[src/vector_move_towards_macros.svh]
// Assertion helpers used by the top-level RTL.
`ifndef VECTOR_MOVE_TOWARDS_MACROS_SVH
`define VECTOR_MOVE_TOWARDS_MACROS_SVH

// Check that a condition implies a consequence in the same cycle.
`define VMT_ASSERT_IMPLY(label, clk, rst, cond, cons, msg) \
   label: assert property (@(posedge clk) disable iff (rst) (cond) |-> (cons)) \
      else $error(msg);

// Check that a condition implies a consequence in the next cycle.
`define VMT_ASSERT_NEXT(label, clk, rst, cond, cons, msg) \
   label: assert property (@(posedge clk) disable iff (rst) (cond) |=> (cons)) \
      else $error(msg);

`endif

[src/vmt_pkg.sv]
package vmt_pkg;

   // Number of coordinate axes handled side by side.
   localparam int AXES = 3;

   typedef logic [AXES-1:0] axis_mask_type;

endpackage

[src/vmt_sqrt.sv]
module vmt_sqrt import vmt_pkg::*; #(
   parameter int W  = 24,
   parameter int SW = 8
) (
   input  logic            clock,
   input  logic            reset,
   input  logic            en,
   input  logic            in_valid,
   input  logic [2*W+1:0]  dist_sq_i,
   input  logic [SW-1:0]   side_i,
   output logic            out_valid,
   output logic [W:0]      root_o,
   output logic [SW-1:0]   side_o
);

   localparam int DW = 2 * W + 2;
   localparam int RW = W + 4;
   localparam int N  = W + 1;

   logic [RW-1:0] rem_ff  [N];
   logic [W:0]    root_ff [N];
   logic [DW-1:0] dd_ff   [N];
   logic [SW-1:0] side_ff [N];
   logic          v_ff    [N];

   // One root bit per stage, two radicand bits consumed each time.
   for (genvar k = 0; k < N; k++) begin : g_stage
      logic [RW-1:0] rem_prev, rem_cat, trial, rem_in;
      logic [W:0]    root_prev, root_in;
      logic [DW-1:0] dd_prev, dd_in;
      logic [SW-1:0] side_prev;
      logic          v_prev, ge;

      if (k == 0) begin : g_first
         assign rem_prev  = '0;
         assign root_prev = '0;
         assign dd_prev   = dist_sq_i;
         assign side_prev = side_i;
         assign v_prev    = in_valid;
      end else begin : g_next
         assign rem_prev  = rem_ff[k-1];
         assign root_prev = root_ff[k-1];
         assign dd_prev   = dd_ff[k-1];
         assign side_prev = side_ff[k-1];
         assign v_prev    = v_ff[k-1];
      end

      always_comb begin
         rem_cat = {rem_prev[RW-3:0], dd_prev[DW-1 -: 2]};
         trial   = RW'({root_prev, 2'b01});
         ge      = rem_cat >= trial;
         rem_in  = ge ? rem_cat - trial : rem_cat;
         root_in = {root_prev[W-1:0], ge};
         dd_in   = {dd_prev[DW-3:0], 2'b00};
      end

      always_ff @(posedge clock) begin
         if (en) begin
            rem_ff[k]  <= rem_in;
            root_ff[k] <= root_in;
            dd_ff[k]   <= dd_in;
            side_ff[k] <= side_prev;
         end
      end

      always_ff @(posedge clock) begin
         if (reset) begin
            v_ff[k] <= 1'b0;
         end else if (en) begin
            v_ff[k] <= v_prev;
         end
      end
   end

   assign out_valid = v_ff[N-1];
   assign root_o    = root_ff[N-1];
   assign side_o    = side_ff[N-1];

endmodule

[config.mk]
export PLATFORM = sky130hd
export DESIGN_NAME = vmt_sqrt
export DESIGN_NICKNAME = d
export VERILOG_FILES = /design/src/vector_move_towards_macros.svh /design/src/vmt_pkg.sv /design/src/vmt_sqrt.sv
export SDC_FILE = /design/constraint.sdc
export NUM_CORES = 2
export LEC_CHECK = 0
export BUFFER_PORTS_ARGS = -buffer_cell sky130_fd_sc_hd__buf_2
export CAP_MARGIN = 5
export CORE_MARGIN = 4
export CORE_UTILIZATION = 25
export DETAILED_ROUTE_END_ITERATION = 16
export SLEW_MARGIN = 20
export SYNTH_ARGS = -nofsm -noshare
export SYNTH_HDL_FRONTEND = slang
export SYNTH_SLANG_ARGS = --single-unit
[constraint.sdc]
create_clock -name clock -period 3.1 [get_ports clock]
set_input_delay 0.62 -clock clock [delete_from_list [all_inputs] [get_ports clock]]
set_output_delay 0.62 -clock clock [all_outputs]
set_load 0.03 [all_outputs]
==> summary.md <==
| Metric | Value |
|---|---|
| Status | finished with violations |
| Failing checks | negative setup slack |
| Number of iterations in the first detailed-routing pass | 6 |
| Core Area | 0.3058 mm^2 |
| Fin crit share | 1.005 |
| CTS clk-pin slew, worst paths | 0.06 ns |
| Yosys cell types | 87 |
| Unrepaired setup endpoints after global routing | yes |
| CTS tree | yes |
| GRT Residual Overflow | 0 |
| Max_slew headroom | 0.3766 |
| Largest net degree at the start of global routing | 120 |
| HP Class | in2reg |
| Crit end category | register |
| Antenna Violating Nets Remaining | 0 |
| Max-Cap Viols | 0 |
| WHS | 0.1494 ns |
| Most common cell on crit path | or3_4 |
| Asr flop ratio synth | 0 |
| Data arrival, critical path | 3.70 ns |
| Initial antenna violation count | 4 |
| Post-synth design cell area | 0.07685 mm^2 |
| # port buffers | 95 |
| Nets | 6644 |
| Die area | 0.3163 mm^2 |
| GRT Util Overall | 0.08799 |
| Sequential element share of the synthesized area | 0.6795 |
| Final hold vios | 0 |
| Post-Syn Area per Cell | 13.73 um^2 |
| TritonCTS Buffers | 192 |
| Count leader, synth | edfxtp_1 |
| Final WS setup | -0.01555 ns |
| CP Buf/Inv Count | 1 |
| Initial Util | 0.2513 |
| Slew @ Worst Pin | 0.9265 ns |
| Final wirelength | 144200 um |
| P&R area growth vs syn | 21.10% |
| R2R Setup Slk | -0.02 ns |
| Setup Skew | 0.09013 ns |
| Die width | 562.4 um |
| Clock buffer depth | 4 |
| First-pass GRT wire length | 232300 um |
| Routed via count | 44400 |
| Final number of setup-violating endpoints | 4 |
| Synth cell count leaders | edfxtp_1, inv_1, nand2_1 |
| Crit-path max cell delay | 0.39 ns |
| Cell count after synthesis | 5596 |
| Slew Viols, Final | 0 |
| Top FF cell, synth | edfxtp_1 |
| WL/cell | 13.74 um |
| DR iter-0 viols | 2469 |
| Vias in the first global route | 45330 |
| Clock sink count | 1739 |
| VDD IR max | 0.0004643 V |
| Worst path cell trace | or3_1 > or3_4 > nand2b_4 > or3_4 > or3_4 > or3_4 > nor2_4 > buf_6 > nor4_1 > xor2_1 |
| Area share of the largest cell type after synthesis | 0.6795 |
| Row cnt | 203 |
| Num ports | 96 |
| Yosys reg bits | 1739 |
| Max Freq | 321.0 MHz |
| Setup crit start kind | register |
| Largest cells by area after synthesis | edfxtp_1, ha_1, xor2_1 |
| Critical Path Fanout Max | 5 |
| Setup tns final | -0.02834 ns |
| Fin crit period | 3.116 ns |
| Leakage | 34.90 nW |
| CP max stage cell | or3_1 |
| Delay-heaviest family, CP | simple AND/OR/NAND/NOR gates |
| Clock root buffer | clkbuf_16 |
| Synth Warn # | 0 |
| Number of synthesized flops with an enable pin | 1739 |
| Synth area leader | edfxtp_1 |
| DRC viols | 0 |
| Fillers | 30240 |
| Max H-tree Level | 4 |
| Layout cells sized above 1 | 0.1522 |
| Worst endpoint required time | 3.69 ns |
| Clk_lat worst skew | 0.86 ns |
| P per Cell Area | 695.7 mW/mm^2 |
| Gp weighted congestion | 0.8800 |
| Post-DR vias/cell | 4.233 |
| Die height | 562.4 um |
| Hpwl dp | 102000 um |
| Setup CP Type | reg2reg |
| Post-Syn Nets | 6010 |
## flip-flops by register name, summed over array words and instances (netlist names)
name / cells
side_ff: 200
v_ff: 25
dd_ff: 600
rem_ff: 589
root_ff: 325
## layout by cell type, fill, tap and decap left out, drive strengths merged, types with 29 or more instances in the layout
master       netlist  routed
nor4              84      84
o21ai            281     281
o31ai             34      34
and2              50      50
nand3             82      82
dlygate4sd3        0      60
a21oi            323     323
edfxtp          1739    1739
nand4             56      56
ha               352     352
clkbuf            88     229
nand2            356     356
inv              440     450
nor2b             49      49
a31oi             29      29
o21bai            30      30
a211oi            36      36
xor2             241     241
a21o             126     126
nor2             305     305
nand2b            69      69
xnor2            239     239
or3               62      62
o21a              68      68
nor3             129     129
mux2              38      38
clkinv             1      79
buf               11     479
## report_power, final
| part | internal (mW) | switching, mW | leakage, nW |
|---|---|---|---|
| combinational | 5.17 | 6.07 | 15.1 |
| sequential | 29.2 | 1.48 | 16.8 |
| clock | 13.6 | 9.18 | 3.08 |
## path summary, 6_finish.rpt
kind                  start             end  cells past startpoint
max          rem_ff[0][176]  rem_ff[0][208]                     10
min reg2reg   dd_ff[0][168]   dd_ff[0][218]                      0
min                      en    dd_ff[0][47]                      1
max reg2reg  rem_ff[0][176]  rem_ff[0][208]                     10
## per-stage QoR
step	util	std cells	cell area, um^2	setup WS, ns	power (mW)
floorplan	-	5596	76850	-0.004153	37.99
global placement	0.2784	10050	85130	-0.3278	41.66
detailed placement	0.2784	10050	85130	-0.2586	41.91
CTS	0.3016	10470	92220	0.0009921	65.35
global route	0.3043	10490	93060	-0.1178	68.32
finish	0.3043	10490	93060	-0.01555	64.75
## final cells by class
class / instances / area (um^2) / share of cell area
multi-input cells: 3317 / 23380 / 0.2512
well taps: 4100 / 5130 / 0.05512
diodes: 1 / 2.502 / 0.00002689
repair buffers: 539 / 4323 / 0.04645
clock inverters: 123 / 1406 / 0.01511
flip-flops and latches: 1739 / 52220 / 0.5611
clock buffers: 229 / 4943 / 0.05312
inverters: 441 / 1660 / 0.01784
## worst reg2reg max path, stage by stage (launching register included)
cell,delay (ns)
edfxtp_1,0.38
or3_1,0.39
or3_4,0.34
nand2b_4,0.15
or3_4,0.33
or3_4,0.36
or3_4,0.38
nor2_4,0.16
buf_6,0.14
nor4_1,0.05
xor2_1,0.17
## per-layer routing
layer | global-route usage | vias to the layer above | wire [um] | share of wire
li1 | - | 22060 | - | -
met1 | 0.1010 | 21140 | 58910 | 0.41
met2 | 0.1578 | 813 | 72530 | 0.50
met3 | 0.01574 | 392 | 5739 | 0.040
met4 | 0.04184 | 2 | 6969 | 0.048
met5 | 0 | - | 13 | 0.000090
## cell families after synthesis
group / count (synthesis) / synth area share
other: 1 / 0.00004880
flip-flops: 1739 / 0.6795
buffers and inverters: 540 / 0.02655
AO/OA/AOI/OAI: 1060 / 0.08544
adder cells (fa/ha/maj): 352 / 0.05731
multiplexers: 43 / 0.006219
AND/OR/NAND/NOR: 1381 / 0.09020
XOR/XNOR: 480 / 0.05471
## repair_timing
item | 4_1_cts | 5_1_grt
resized for setup | 37 | 145
hold endpoints to repair | 60 | 0
buffers inserted | 4 | 20
cloned | 0 | 2
hold buffers | 60 | 0
endpoints found under the setup margin | 98 | 210
pin swaps | 6 | 32
Power figures use the tool's default switching activity.
